### src/rtl/core/lrc_pkg.sv
package lrc_pkg;

  localparam int unsigned PixW      = 8;
  localparam int unsigned RowW      = 12;
  localparam int unsigned WsumW     = 32;
  localparam int unsigned WtW       = 20;
  localparam int unsigned FracW     = 8;
  localparam int unsigned NumW      = WsumW + FracW;
  localparam int unsigned QW        = 21;
  localparam int unsigned DivSteps  = NumW;
  localparam int unsigned StepW     = 6;
  localparam int unsigned AddrW     = 3;
  localparam int unsigned DataW     = 32;

  localparam logic [PixW-1:0]  ThresholdReset = 8'd127;
  localparam logic [AddrW-1:0] AddrThreshold  = 3'd0;

  typedef enum logic [1:0] {
    ST_IDLE,
    ST_DIV,
    ST_OUT
  } state_t;

  typedef struct packed {
    logic load;
    logic step;
    logic capture;
  } cmd_t;

  typedef struct packed {
    logic row_end_nz;
    logic last_step;
  } sts_t;

endpackage

### src/rtl/core/lrc_cfg.sv
module lrc_cfg (
  input  logic                        clk,
  input  logic                        rst_n,
  input  logic                        psel,
  input  logic                        penable,
  input  logic                        pwrite,
  input  logic [lrc_pkg::AddrW-1:0]   paddr,
  input  logic [lrc_pkg::DataW-1:0]   pwdata,
  output logic [lrc_pkg::DataW-1:0]   prdata,
  output logic                        pready,
  output logic [lrc_pkg::PixW-1:0]    threshold
);

  logic [lrc_pkg::PixW-1:0] threshold_r;
  logic [lrc_pkg::PixW-1:0] threshold_nxt;
  logic                     wr_hit;

  assign pready = 1'b1;
  assign wr_hit = psel & penable & pwrite & (paddr == lrc_pkg::AddrThreshold);

  always_comb begin
    threshold_nxt = threshold_r;
    if (wr_hit) begin
      threshold_nxt = pwdata[lrc_pkg::PixW-1:0];
    end
  end

  always_ff @(posedge clk) begin
    if (!rst_n) begin
      threshold_r <= lrc_pkg::ThresholdReset;
    end else begin
      threshold_r <= threshold_nxt;
    end
  end

  always_comb begin
    unique case (paddr)
      lrc_pkg::AddrThreshold: prdata = {{(lrc_pkg::DataW-lrc_pkg::PixW){1'b0}}, threshold_r};
      default:                prdata = '0;
    endcase
  end

  assign threshold = threshold_r;

endmodule

### src/rtl/core/lrc_ctrl.sv
module lrc_ctrl (
  input  logic          clk,
  input  logic          rst_n,
  input  lrc_pkg::sts_t sts,
  input  logic          out_stall,
  output lrc_pkg::cmd_t cmd,
  output logic          busy,
  output logic          out_valid
);

  lrc_pkg::state_t state_r;
  lrc_pkg::state_t state_nxt;
  logic            out_valid_r;
  logic            out_valid_nxt;
  logic            out_free;

  // The output register can take a new beat when it is empty or drains now.
  assign out_free  = ~out_valid_r | ~out_stall;
  assign out_valid = out_valid_r;

  always_ff @(posedge clk) begin
    if (!rst_n) begin
      state_r     <= lrc_pkg::ST_IDLE;
      out_valid_r <= 1'b0;
    end else begin
      state_r     <= state_nxt;
      out_valid_r <= out_valid_nxt;
    end
  end

  always_comb begin
    state_nxt     = state_r;
    cmd           = '0;
    busy          = 1'b1;
    out_valid_nxt = out_valid_r & out_stall;
    unique case (state_r)
      lrc_pkg::ST_IDLE: begin
        busy = 1'b0;
        if (sts.row_end_nz) begin
          cmd.load  = 1'b1;
          state_nxt = lrc_pkg::ST_DIV;
        end
      end
      lrc_pkg::ST_DIV: begin
        cmd.step = 1'b1;
        if (sts.last_step) begin
          if (out_free) begin
            cmd.capture   = 1'b1;
            out_valid_nxt = 1'b1;
            state_nxt     = lrc_pkg::ST_IDLE;
          end else begin
            state_nxt = lrc_pkg::ST_OUT;
          end
        end
      end
      // The quotient is final but the output register still holds an unread beat.
      lrc_pkg::ST_OUT: begin
        if (out_free) begin
          cmd.capture   = 1'b1;
          out_valid_nxt = 1'b1;
          state_nxt     = lrc_pkg::ST_IDLE;
        end
      end
      default: begin
        state_nxt = lrc_pkg::ST_IDLE;
      end
    endcase
  end

endmodule

### src/rtl/core/lrc_datapath.sv
module lrc_datapath #(
  parameter int unsigned MAX_WIDTH  = 4096,
  parameter int unsigned MAX_HEIGHT = 4096
) (
  input  logic                       clk,
  input  logic                       rst_n,
  input  logic                       in_accept,
  input  logic [lrc_pkg::PixW-1:0]   pixel,
  input  logic                       last_in_row,
  input  logic                       last_in_frame,
  input  logic [lrc_pkg::PixW-1:0]   threshold,
  input  lrc_pkg::cmd_t              cmd,
  output lrc_pkg::sts_t              sts,
  output logic [lrc_pkg::RowW-1:0]   row_index,
  output logic [lrc_pkg::QW-1:0]     centroid_q8
);

  localparam int unsigned ColW = $clog2(MAX_WIDTH + 1);
  localparam int unsigned ProdW = lrc_pkg::PixW + ColW;

  logic [lrc_pkg::WsumW-1:0] wsum_r, wsum_nxt, wsum_add;
  logic [lrc_pkg::WtW-1:0]   wt_r, wt_nxt, wt_add;
  logic [ColW-1:0]           col_r, col_nxt, col_plus;
  logic [lrc_pkg::RowW-1:0]  row_r, row_nxt;
  logic                      col_ok;
  logic                      hit;
  logic                      row_end;
  logic [ProdW-1:0]          prod;

  logic [lrc_pkg::NumW-1:0]  quo_r, quo_nxt;
  logic [lrc_pkg::WtW-1:0]   rem_r, rem_nxt;
  logic [lrc_pkg::WtW-1:0]   den_r, den_nxt;
  logic [lrc_pkg::RowW-1:0]  job_row_r, job_row_nxt;
  logic [lrc_pkg::StepW-1:0] step_r, step_nxt;
  logic [lrc_pkg::WtW:0]     trial;
  logic                      fits;
  logic [lrc_pkg::RowW-1:0]  row_out_r, row_out_nxt;
  logic [lrc_pkg::QW-1:0]    cent_out_r, cent_out_nxt;

  assign col_ok   = col_r < ColW'(MAX_WIDTH);
  assign col_plus = col_r + 1'b1;
  assign hit      = col_ok & (pixel > threshold);
  assign prod     = ProdW'(pixel) * ProdW'(col_plus);
  assign wsum_add = wsum_r + (hit ? lrc_pkg::WsumW'(prod) : '0);
  assign wt_add   = wt_r + (hit ? lrc_pkg::WtW'(pixel) : '0);
  assign row_end  = last_in_row | last_in_frame;

  assign sts.row_end_nz = in_accept & row_end & (wt_add != '0);
  assign sts.last_step  = step_r == lrc_pkg::StepW'(lrc_pkg::DivSteps - 1);

  always_comb begin
    wsum_nxt = wsum_r;
    wt_nxt   = wt_r;
    col_nxt  = col_r;
    row_nxt  = row_r;
    if (in_accept) begin
      if (row_end) begin
        wsum_nxt = '0;
        wt_nxt   = '0;
        col_nxt  = '0;
        if (last_in_frame || row_r == lrc_pkg::RowW'(MAX_HEIGHT - 1)) begin
          row_nxt = '0;
        end else begin
          row_nxt = row_r + 1'b1;
        end
      end else begin
        wsum_nxt = wsum_add;
        wt_nxt   = wt_add;
        if (col_ok) begin
          col_nxt = col_plus;
        end
      end
    end
  end

  always_ff @(posedge clk) begin
    if (!rst_n) begin
      wsum_r <= '0;
      wt_r   <= '0;
      col_r  <= '0;
      row_r  <= '0;
    end else begin
      wsum_r <= wsum_nxt;
      wt_r   <= wt_nxt;
      col_r  <= col_nxt;
      row_r  <= row_nxt;
    end
  end

  // Restoring division, one quotient bit per cycle. The dividend shifts out of
  // the top of quo_r while quotient bits shift in at the bottom.
  assign trial = {rem_r, quo_r[lrc_pkg::NumW-1]};
  assign fits  = trial >= {1'b0, den_r};

  always_comb begin
    quo_nxt     = quo_r;
    rem_nxt     = rem_r;
    den_nxt     = den_r;
    job_row_nxt = job_row_r;
    step_nxt    = step_r;
    if (cmd.load) begin
      quo_nxt     = {wsum_add, {lrc_pkg::FracW{1'b0}}};
      rem_nxt     = '0;
      den_nxt     = wt_add;
      job_row_nxt = row_r;
      step_nxt    = '0;
    end else if (cmd.step) begin
      rem_nxt  = fits ? lrc_pkg::WtW'(trial - {1'b0, den_r}) : trial[lrc_pkg::WtW-1:0];
      quo_nxt  = {quo_r[lrc_pkg::NumW-2:0], fits};
      step_nxt = step_r + 1'b1;
    end
  end

  // The output register takes the final quotient, either on the last divide
  // step or later once the receiver has drained the previous beat.
  always_comb begin
    row_out_nxt  = row_out_r;
    cent_out_nxt = cent_out_r;
    if (cmd.capture) begin
      row_out_nxt  = job_row_r;
      cent_out_nxt = quo_nxt[lrc_pkg::QW-1:0];
    end
  end

  always_ff @(posedge clk) begin
    quo_r      <= quo_nxt;
    rem_r      <= rem_nxt;
    den_r      <= den_nxt;
    job_row_r  <= job_row_nxt;
    step_r     <= step_nxt;
    row_out_r  <= row_out_nxt;
    cent_out_r <= cent_out_nxt;
  end

  assign row_index   = row_out_r;
  assign centroid_q8 = cent_out_r;

endmodule

### src/rtl/core/laser_line_row_centroid_unit.sv
// Gray-weighted laser stripe centroid, at most one result per row.
// Input channel: one pixel per beat in raster order, with row and frame end
// marks. Pixels above the threshold register accumulate at one beat per clock.
// Result channel: row index and Q.8 centroid for each row that had at least
// one bright pixel; rows without one produce no beat.
// Division: once the beat ending a row is taken, the restoring divider (one
// quotient bit per cycle) works out the centroid, and an output register
// then holds the result beat.
// Throughput: pixels flow at one per clock. A row-end beat is stalled while the
// divider works on the previous row or holds a finished quotient that the full
// output register cannot take yet, so rows of at least 41 pixels run without
// stalls when the receiver keeps up. Other pixels are never stalled.
// A receiver stall holds the result beat steady; a stall that outlasts the next
// division also holds the following row-end beat on the input.
// Reset (synchronous, active low) clears the sums, column and row counters,
// drops any pending result and sets the threshold back to 127.
// Configuration: APB register at address 0 holds the threshold; write it only
// while the block is idle.
module laser_line_row_centroid_unit #(
  parameter int unsigned MAX_WIDTH  = 4096,
  parameter int unsigned MAX_HEIGHT = 4096
) (
  input  logic                        clk,
  input  logic                        rst_n,
  input  logic                        in_valid,
  output logic                        in_stall,
  input  logic [7:0]                  in_pixel,
  input  logic                        in_last_in_row,
  input  logic                        in_last_in_frame,
  output logic                        out_valid,
  input  logic                        out_stall,
  output logic [11:0]                 out_row_index,
  output logic [20:0]                 out_centroid_q8,
  input  logic                        psel,
  input  logic                        penable,
  input  logic                        pwrite,
  input  logic [lrc_pkg::AddrW-1:0]   paddr,
  input  logic [lrc_pkg::DataW-1:0]   pwdata,
  output logic [lrc_pkg::DataW-1:0]   prdata,
  output logic                        pready
);

  logic [lrc_pkg::PixW-1:0] threshold;
  lrc_pkg::cmd_t            cmd;
  lrc_pkg::sts_t            sts;
  logic                     busy;
  logic                     in_accept;

  assign in_stall  = busy & (in_last_in_row | in_last_in_frame);
  assign in_accept = in_valid & ~in_stall;

  lrc_cfg u_cfg (
    .clk       (clk),
    .rst_n     (rst_n),
    .psel      (psel),
    .penable   (penable),
    .pwrite    (pwrite),
    .paddr     (paddr),
    .pwdata    (pwdata),
    .prdata    (prdata),
    .pready    (pready),
    .threshold (threshold)
  );

  lrc_ctrl u_ctrl (
    .clk       (clk),
    .rst_n     (rst_n),
    .sts       (sts),
    .out_stall (out_stall),
    .cmd       (cmd),
    .busy      (busy),
    .out_valid (out_valid)
  );

  lrc_datapath #(
    .MAX_WIDTH  (MAX_WIDTH),
    .MAX_HEIGHT (MAX_HEIGHT)
  ) u_dp (
    .clk           (clk),
    .rst_n         (rst_n),
    .in_accept     (in_accept),
    .pixel         (in_pixel),
    .last_in_row   (in_last_in_row),
    .last_in_frame (in_last_in_frame),
    .threshold     (threshold),
    .cmd           (cmd),
    .sts           (sts),
    .row_index     (out_row_index),
    .centroid_q8   (out_centroid_q8)
  );

endmodule

### config.mk
export PLATFORM = sky130hd
export DESIGN_NAME = laser_line_row_centroid_unit
export DESIGN_NICKNAME = d
export VERILOG_FILES = /design/src/rtl/core/lrc_pkg.sv /design/src/rtl/core/lrc_cfg.sv /design/src/rtl/core/lrc_ctrl.sv /design/src/rtl/core/lrc_datapath.sv /design/src/rtl/core/laser_line_row_centroid_unit.sv
export SDC_FILE = /design/constraint.sdc
export NUM_CORES = 1
export LEC_CHECK = 0
export BUFFER_PORTS_ARGS = -buffer_cell sky130_fd_sc_hd__buf_2
export CORE_UTILIZATION = 45
export DETAILED_ROUTE_END_ITERATION = 10
export GPL_TIMING_DRIVEN = 1
export SLEW_MARGIN = 40
export SYNTH_ARGS = -nofsm -noshare
export SYNTH_HDL_FRONTEND = slang
export SYNTH_SLANG_ARGS = --single-unit
### constraint.sdc
create_clock -name clk -period 13.8 [get_ports clk]
set_input_delay 1.38 -clock clk [delete_from_list [all_inputs] [get_ports clk]]
set_output_delay 1.38 -clock clk [all_outputs]
set_load 0.005 [all_outputs]
Word level (Yosys, flattened, before mapping):

Index checks and enable logic that the tools add are counted.

* add/sub/neg operators: 6
* $mul: 1
* magnitude comparators: 3
* equal/unequal tests: 7
* multiplexer cells: 26
* bitwise logic cells: 14
* reduce and logical (&&, ||, !) cells: 9

Operator list (count)
* $mux W40: 2
* $mux W20: 2
* $add A32 B32 Y32: 1
* $mux W32: 1
* $mux W13: 2
* $ge A21 B20 Y1: 1
* $mul A8 B13 Y21: 1
* $mux W21: 1
* $add A20 B20 Y20: 1
* $reduce_bool A20 Y1: 1
* $sub A20 B20 Y20: 1
* $mux W8: 2
* $add A13 B1 Y13 const B: 1
* $lt A13 B13 Y1 const B: 1
* $add A12 B1 Y12 const B: 1
* $eq A12 B12 Y1 const B: 1
* $mux W12: 1
* $and A1 B1 Y1: 9
* $gt A8 B8 Y1: 1
* $mux W1: 8
* $mux W2: 4
* $add A6 B1 Y6 const B: 1
* $eq A6 B6 Y1 const B: 1
* $pmux W2 S3: 1
* other kinds (13): 20

* register bits after elaboration: 219
* input port bits: 52
* output and inout bits: 68
* word-level logic and storage cells: 81

Longest topological paths before layout:

Gate-level depths: netlist of run 1.

* word-level depth: 10
* gate-level depth with buffers: 32
* gate-level depth less buffers: 32

Hierarchy:

A second synthesis of run 1 with hierarchy kept.

* cells, all modules: 1660
* area, all modules: 15421.0 um^2

Modules (own cells, without submodules)
* lrc_datapath: times used 1, cells each 1554, area an instance 14551.5 um^2, sequential area each 5004.8 um^2
* lrc_cfg: times used 1, cells each 74, area an instance 609.3 um^2, sequential area each 160.2 um^2
* lrc_ctrl: times used 1, cells each 30, area an instance 244.0 um^2, sequential area each 60.1 um^2
* laser_line_row_centroid_unit: times used 1, cells each 2, area an instance 16.3 um^2, sequential area each 0.0 um^2

Least setup slack after synthesis of run 1:

No wires, ideal clock.

* path type: in2reg
* start: in in_pixel[6]
* end: reg u_dp.wsum_r[23] (netlist bit)
* setup time: 0.086 ns
* data arrival time: 7.505 ns
* data required time: 13.714 ns
* path slack: 6.210 ns
* stages on the path: 28
* buffers on the path: 2
* path through: clkbuf_1 -> nand2_1 -> fa_1 -> fa_1 -> inv_1 -> fa_1 -> inv_1 -> fa_1 -> inv_1 -> ha_1 -> nand2_1 -> o21ai_0 -> o41ai_1 -> o21a_1 -> nand2b_1 -> a21oi_1 -> xor2_1 -> nor2_1 -> ha_1 -> a21o_1 -> a21o_1 -> a21o_1 -> o2111ai_1 -> a41oi_1 -> or2_1 -> clkbuf_1 -> o21a_1 -> a211oi_1

* longest elaborated chain between the ends: 5
* elaborated cells on any way between the ends: 6
* those cells by class: 1 x add/sub; 1 x mul; 1 x order compare; 2 x mux; 1 x bitwise

Ends and longest elaborated chain
* start: declaration: RTL line laser_line_row_centroid_unit.sv:27 `input logic [7:0] in_pixel,`
* branches (longest 2 deep; another with $mul A8 B13 Y21)
* $mux W21 *: RTL line lrc_datapath.sv:44 `assign wsum_add = wsum_r + (hit ? lrc_pkg::WsumW'(prod) : '0);`
* $add A32 B32 Y32 *: RTL line lrc_datapath.sv:44
* $mux W32 *: RTL line lrc_datapath.sv:57 `if (row_end) begin`
* end signal: assignment: RTL line lrc_datapath.sv:83 `wsum_r <= wsum_nxt;`
* end: declaration: RTL line lrc_datapath.sv:21 `logic [lrc_pkg::WsumW-1:0] wsum_r, wsum_nxt, wsum_add;`

Mark *: on every way between the ends.
A chain may end at the register's enable or synchronous reset.

Worst setup path in the final report of run 1:

* start: reg u_dp.col_r[0]
* end: reg u_dp.wsum_r[25] (netlist bit)

* longest elaborated chain between the ends: 5
* elaborated cells on any way between the ends: 7
* those cells by class: 2 x add/sub; 1 x mul; 1 x order compare; 2 x mux; 1 x bitwise

Ends and longest elaborated chain
* start: declaration: RTL line lrc_datapath.sv:23 `logic [ColW-1:0] col_r, col_nxt, col_plus;`
* start signal: assignment: RTL line lrc_datapath.sv:85 `col_r <= col_nxt;`
* $add A13 B1 Y13 or $lt A13 B13 Y1 (tied branches): RTL line lrc_datapath.sv:41, lrc_datapath.sv:40
* $mul A8 B13 Y21 or $and A1 B1 Y1 (tied branches): RTL line lrc_datapath.sv:43, lrc_datapath.sv:42
* $mux W21 *: RTL line lrc_datapath.sv:44
* $add A32 B32 Y32 *: RTL line lrc_datapath.sv:44
* $mux W32 *: RTL line lrc_datapath.sv:57

Every way passes the cells marked *; elsewhere a longest branch is shown, timed or not.

==> results.yml, run 1 <==
sta:
  setup_viol: 0
  fin_crit_ns: 8.52
  rsz0062_at_grt: "false"
  min_period_over_period: 0.617
  final_max_slew_viol_count: 0
  hold_violations: 0
  max_freq_mhz: 117
  fin_skew_ns: 0.0152
  relSlewSlack: 0.416
  setup_tns_ns: 0
  worstMarginPinSlew_ns: 0.870
  worst_slack_ns: 5.28
placed_design:
  dp_hpwl_mm: 22.8
  place_congestion: 0.816
  place_inst: 2097
  io_buffers: 70
  place_ws_ns: 5.12
power_and_ir_drop:
  comb_power_share: 0.206
  powerDensity_mw_per_mm2: 110
  switchingPower_w: 0.000533
  switching_share: 0.290
  clockPowerShare: 0.384
  irDropWorstVdd_v: 0.0000954
  p_seq_frac: 0.410
  p_int_w: 0.00131
  power.leakage_nw: 7.33
  finalPower_w: 0.00184
finish:
  n_antenna_cell: 0
  filler_cell_count: 3087
  final_util: 0.510
  final-instance-count-excl-fill: 2143
  area_growth_syn_to_layout_pct: 10.8
  layout-drive-gt1-share: 0.0947
  final_nets: 1907
die:
  row_count: 66
  die_y_um: 185
  initial_utilization: 0.460
  core_area_mm2: 0.0328
  die_x_um: 185
  io_pins: 120
  die-area_mm2: 0.0342
synthesis:
  synth_xor_area_frac: 0.0604
  synthTopCellsByCount: "nor2_1 (182), dfxtp_1 (135), inv_1 (126)"
  syn_area_mm2: 0.0151
  synth_top_family_by_area: "simple AND/OR/NAND/NOR gates"
  synth_top_area_share: 0.179
  netlist_top_cells_area: "dfxtp_1 (18%), edfxtp_1 (17%), fa_1 (9.2%)"
  yosys_warnings: 0
  synth_seq_cells: 219
  synthAdderAreaFrac: 0.178
  synth_cell_types: 65
  synthArstFlopShare: 0
  synth_compound_area_frac: 0.132
  synth_mux_area_frac: 0.0398
  synth_simple_gate_area_frac: 0.181
  ys_seq_area_frac: 0.347
  synthCells: 1636
  syn_area_per_cell_um2: 9.22
  synth_edf_count: 84
  synth_area_leader_cell: "dfxtp_1"
  post-synth-top-count-cell: "nor2_1"
  ys.flop_type: "dfxtp_1"
clock_tree:
  post_cts_buffers: 0
  cts.htree.levels: 1
  tritoncts: "done"
  cts_num_sinks: 219
  clk_pin_slew_ns: 0.06
  ctsResizeCount: 0
  numCtsBuffers: 25
  clkLatencyLatePin_ns: 0.54
  holdBufCountCts: 0
  cts_root_buffer: "clkbuf_16"
  cts_max_path_buffers: 3
worst_setup_path:
  critical_path_arrival_ns: 8.90
  path_class: "flip-flop to flip-flop"
  cpPeakStageDelay_ns: 0.67
  slowest_stage: "xnor2_1"
  r2r_cells: 29
  r2r-start: "u_dp.col_r[0]"
  endpoint_kind: "flip-flop"
  rr_endpoint: "u_dp.wsum_r[25]"
  critPathMaxFanout: 14
  critPathRequiredTime_ns: 14.18
  worstSetupStartpointType: "flip-flop"
  reg2reg_slack_ns: 5.28
  cpMostUsedCell: "fa_1"
global_route:
  grt_first_pass_wirelength_mm: 54.2
  antenna_found_initial: 0
  grt_max_degree: 77
  track_usage: 0.194
  grt_pass1_vias: 10900
  grt-ovfl-total: 0
drt:
  drt_iter0_markers: 486
  wirelength_mm: 32.5
  drc_errors: 0
  ant_nets: 0
  routed_via_density: 5.24
  wire_per_inst_um: 15.2
  via_count: 11200
  dr.pass1.iters: 5
job:
  cap_violations: 0
worst_hold_path:
  hold_end: "u_dp.row_index[2]"
  hp-class: "flip-flop to flip-flop"
  hp-start: "u_dp.job_row_r[2]"
  worstHoldPathCells: 0
status:
  status: "finished, final reports clean"
placed cells by master, fill, tap and decap left out, drive strengths merged, types with 4 or more instances in the layout:
cell and instances:
a211oi 33, a21o 33, a21oi 86, a22oi 23, a2bb2oi 4, a31o 4
a31oi 14, a41oi 4, and2 71, and3 16, buf 84, bufinv 4
clkbuf 32, clkinv 7, conb 25, dfxtp 135, edfxtp 84, fa 69
ha 104, inv 128, mux2i 60, nand2 115, nand2b 17, nand3 41
nand3b 4, nand4 16, nor2 182, nor2b 51, nor3 24, nor3b 4
o211ai 10, o21a 11, o21ai 53, o21bai 4, or2 7, or3 7
xnor2 48, xor2 56
final cells by class:
class                      count  area (um2)  share of cell area
clock buffer                  32         682              0.0408
multi-input combinational   1224        9090               0.544
inverter                     128         480              0.0288
clock inverter                14         191              0.0115
tap                          442         553              0.0331
sequential                   219        5230               0.313
timing repair buffer          84         483              0.0289
power by group through the flow:
stage	clock network [W]	logic [W]	registers (W)
after floorplan	0	0.000310	0.000757
after global placement	0	0.000373	0.000766
after detailed placement	0	0.000380	0.000767
after CTS	0.000720	0.000381	0.000754
after global routing	0.000747	0.000428	0.000759
final	0.000706	0.000379	0.000753
sequential cells by signal, indices dropped and copies added (netlist names):
signal,count
u_dp.den_r,20
u_dp.rem_r,20
u_dp.centroid_q8,21
u_ctrl.state_r,2
u_dp.step_r,6
u_dp.quo_r,40
u_ctrl.out_valid,1
u_dp.row_r,12
u_dp.job_row_r,12
u_dp.wsum_r,32
u_dp.col_r,13
u_dp.wt_r,20
u_cfg.threshold,8
u_dp.row_index,12
cells by family (layout without fill, tap and decap cells):
| logic type | after synthesis | count (layout) |
|---|---|---|
| mux | 60 | 60 |
| fa+ha+maj | 173 | 173 |
| flops | 219 | 219 |
| simple gates | 562 | 562 |
| compound gates | 300 | 300 |
| buf+inv | 216 | 258 |
| other cells | 2 | 25 |
| xor+xnor | 104 | 104 |
per-stage QoR:
step	instance area (um2)	hold slack (ns)
6_report	16700	0.418
3_5_place_dp	15800	0.405
4_1_cts	16700	0.418
2_1_floorplan	15200	0.400
3_3_place_gp	15800	0.402
5_1_grt	16700	0.422
routing by layer:
metal  routed length [um]  GRT usage  up-vias
met5                    0          0        -
met4                  671     0.0443        0
met1                15100      0.264     5401
met3                 1050     0.0210       41
met2                15600      0.330      149
li1                     -          -     5647
how the worst max path moves through the flow:
stage             startpoint         endpoint  slack (ns)  cells past startpoint
2_1_floorplan    in_pixel[6]  u_dp.wsum_r[23]        6.21                     28
3_3_place_gp     in_pixel[7]  u_dp.wsum_r[31]        5.26                     27
3_5_place_dp   u_dp.col_r[0]  u_dp.wsum_r[25]        5.12                     29
4_1_cts        u_dp.col_r[0]  u_dp.wsum_r[25]        5.08                     29
5_1_grt        u_dp.col_r[0]  u_dp.wsum_r[31]        4.77                     29
6_report       u_dp.col_r[0]  u_dp.wsum_r[25]        5.28                     29
worst max-delay path, delay by kind of cell, from the launching register on:
| kind | cells | cell delay (ns) |
|---|---|---|
| compound gates | 9 | 2.49 |
| xor+xnor | 2 | 0.84 |
| fa+ha+maj | 7 | 3.07 |
| buf+inv | 3 | 0.15 |
| flops | 1 | 0.64 |
| simple gates | 8 | 1.17 |
No activity file was read; power rests on OpenSTA's default activity.
==> inputs of run 2 (changes only) <==
--- a/config.mk
+++ b/config.mk
@@ -9,6 +9,7 @@
 export CORE_UTILIZATION = 45
 export DETAILED_ROUTE_END_ITERATION = 10
 export GPL_TIMING_DRIVEN = 1
+export PLACE_DENSITY = 0.65
 export SLEW_MARGIN = 40
 export SYNTH_ARGS = -nofsm -noshare
 export SYNTH_HDL_FRONTEND = slang
==> constraint.sdc (replaced) <==
create_clock -name clk -period 7.3 [get_ports clk]
set_input_delay 0.73 -clock clk [delete_from_list [all_inputs] [get_ports clk]]
set_output_delay 0.73 -clock clk [all_outputs]
set_load 0.005 [all_outputs]
==> run 2 against run 1 <==
Worst hold slack got worse by 0.0077 ns. First-iteration DRC count is 8.4% higher. Non-clock buffer count up 43. Die area did not move. Critical path type unchanged. Largest power group unchanged.
==> results.yml, run 2 (synthesized netlist as in run 1, its figures left out) <==
worst_setup_path:
  reg2reg_slack_ns: 0.23
  endpoint_kind: "flip-flop"
  r2r_cells: 31
  worstSetupStartpointType: "flip-flop"
  r2r-start: "u_dp.col_r[4]"
  critPathLaunch: "u_dp.col_r[4]"
  slowest_stage: "fa_1"
  path_class: "flip-flop to flip-flop"
  cpMostUsedCell: "fa_1"
  rr_endpoint: "u_dp.quo_r[39]"
  critical_path_arrival_ns: 7.33
  critPathRequiredTime_ns: 7.56
  cp-endpoint: "u_dp.quo_r[39]"
  critPathMaxFanout: 8
  cpPeakStageDelay_ns: 0.55
finish:
  final_nets: 1950
  layout_common_cells: "nor2_1 (180), dfxtp_1 (131), inv_1 (126), nand2_1 (115), ha_1 (99)"
  largest-register: "u_dp.quo_r"
  area_growth_syn_to_layout_pct: 14.3
  largest_reg_flops: 40
  layout-drive-gt1-share: 0.134
  filler_cell_count: 2979
  final_util: 0.526
  n_antenna_cell: 0
  final_common_cell: "nor2_1"
global_route:
  grt-ovfl-total: 0
  grt_pass1_vias: 11100
  grt_max_degree: 99
  grt_first_pass_wirelength_mm: 53.8
  track_usage: 0.191
  antenna_found_initial: 0
clock_tree:
  cts.htree.levels: 1
  tritoncts: "done"
  cts_num_sinks: 219
  cts_root_buffer: "clkbuf_16"
  cts_max_path_buffers: 3
  numCtsBuffers: 25
  holdBufCountCts: 0
  clk_pin_slew_ns: 0.06
  clkLatencyLatePin_ns: 0.54
drt:
  via_count: 11500
  ant_nets: 0
  routed_via_density: 5.25
  drc_errors: 0
  dr.pass1.iters: 7
  wire_per_inst_um: 14.9
  wirelength_mm: 32.6
  drt_iter0_markers: 527
worst_hold_path:
  hp-class: "input port to flip-flop"
power_and_ir_drop:
  powerDensity_mw_per_mm2: 206
  p_seq_frac: 0.402
  switching_share: 0.282
  finalPower_w: 0.00355
  irDropWorstVdd_v: 0.000135
  comb_power_share: 0.205
  power.leakage_nw: 7.59
  switchingPower_w: 0.00100
  p_int_w: 0.00255
  clockPowerShare: 0.393
die:
  die_y_um: 185
  core_area_mm2: 0.0328
  row_count: 66
  die-area_mm2: 0.0342
  die_x_um: 185
  io_pins: 120
  initial_utilization: 0.460
job:
  cap_violations: 0
sta:
  rsz0062_at_grt: "true"
  setup_viol: 0
  worstMarginPinSlew_ns: 0.755
  final_max_slew_viol_count: 0
  max_freq_mhz: 141
  relSlewSlack: 0.494
  fin_crit_ns: 7.07
  min_period_over_period: 0.968
  fin_skew_ns: 0.0207
  hold_violations: 0
placed_design:
  place_congestion: 0.836
  dp_hpwl_mm: 23.4
  io_buffers: 70
status:
  status: "finished, final reports clean"
[run 2: cell count changes in the layout (fill, tap and decap cells not counted), sizes merged]
cell	previous run	this run
buf	84	127
bufinv	4	7
clkinvlp	3	0
clkbuf	32	30
clkinv	7	8
inv	128	129
[run 2: timing repair]
action	CTS	global route
resized for setup	1	52
pin swaps	0	14
setup buffers	0	6
gates cloned	0	0
setup endpoints to repair	4	26
[run 2: power groups by stage]
stage / Combinational [W] / Sequential (W) / Clock (W)
after global placement: 0.000706 / 0.00145 / 0
final: 0.000728 / 0.00143 / 0.00140
after CTS: 0.000731 / 0.00143 / 0.00142
after detailed placement: 0.000728 / 0.00145 / 0
after floorplan: 0.000587 / 0.00143 / 0
after global routing: 0.000813 / 0.00143 / 0.00148
[run 2: stage by stage]
step | hold slack [ns] | worst slack [ns] | setup TNS [ns] | instances | instance area [um2]
3_3_place_gp | 0.403 | 0.0830 | 0 | 2133 | 16000
3_5_place_dp | 0.405 | 0.0125 | 0 | 2134 | 16100
6_report | 0.411 | 0.230 | 0 | 2186 | 17200
5_1_grt | 0.413 | -0.0497 | -0.247 | 2186 | 17200
4_1_cts | 0.398 | 0.0336 | 0 | 2180 | 17000
2_1_floorplan | 0.400 | 0.223 | 0 | 1659 | 15200
[run 2: area by class of cell]
class                           instances  area, um2  share of cell area
Clock buffer                           30        644              0.0374
Clock inverter                         16        273              0.0158
Inverter                              128        480              0.0279
Multi-Input combinational cell       1224       9230               0.536
Sequential cell                       219       5240               0.304
Tap cell                              442        553              0.0321
Timing Repair Buffer                  127        822              0.0477
[run 2: metal layers]
layer | GRT usage | share of wire
met5 | 0 | 0
met4 | 0.0509 | 0.023
met3 | 0.0187 | 0.033
met2 | 0.332 | 0.48
met1 | 0.253 | 0.46
[run 2: worst min-delay path by stage]
stage / startpoint / endpoint / slack [ns] / cells past startpoint
floorplan: u_dp.job_row_r[0] / u_dp.row_index[0] / 0.40 / 0
global placement: u_dp.job_row_r[10] / u_dp.row_index[10] / 0.40 / 0
detailed placement: u_dp.job_row_r[8] / u_dp.row_index[8] / 0.40 / 0
CTS: pwdata[0] / u_cfg.threshold[0] / 0.40 / 3
global route: pwdata[2] / u_cfg.threshold[2] / 0.41 / 3
finish: pwdata[0] / u_cfg.threshold[0] / 0.41 / 3
[run 2: worst max-delay path: cells and delay by family (launching register included)]
kind / cells / cell delay (ns)
and+or+nand+nor: 8 / 1.11
adders and majority gates: 6 / 2.68
muxes: 1 / 0.10
xor gates and xnor gates: 3 / 0.53
DFF: 1 / 0.37
buffers and inverters: 5 / 0.62
AOI/OAI and AO/OA: 8 / 1.38
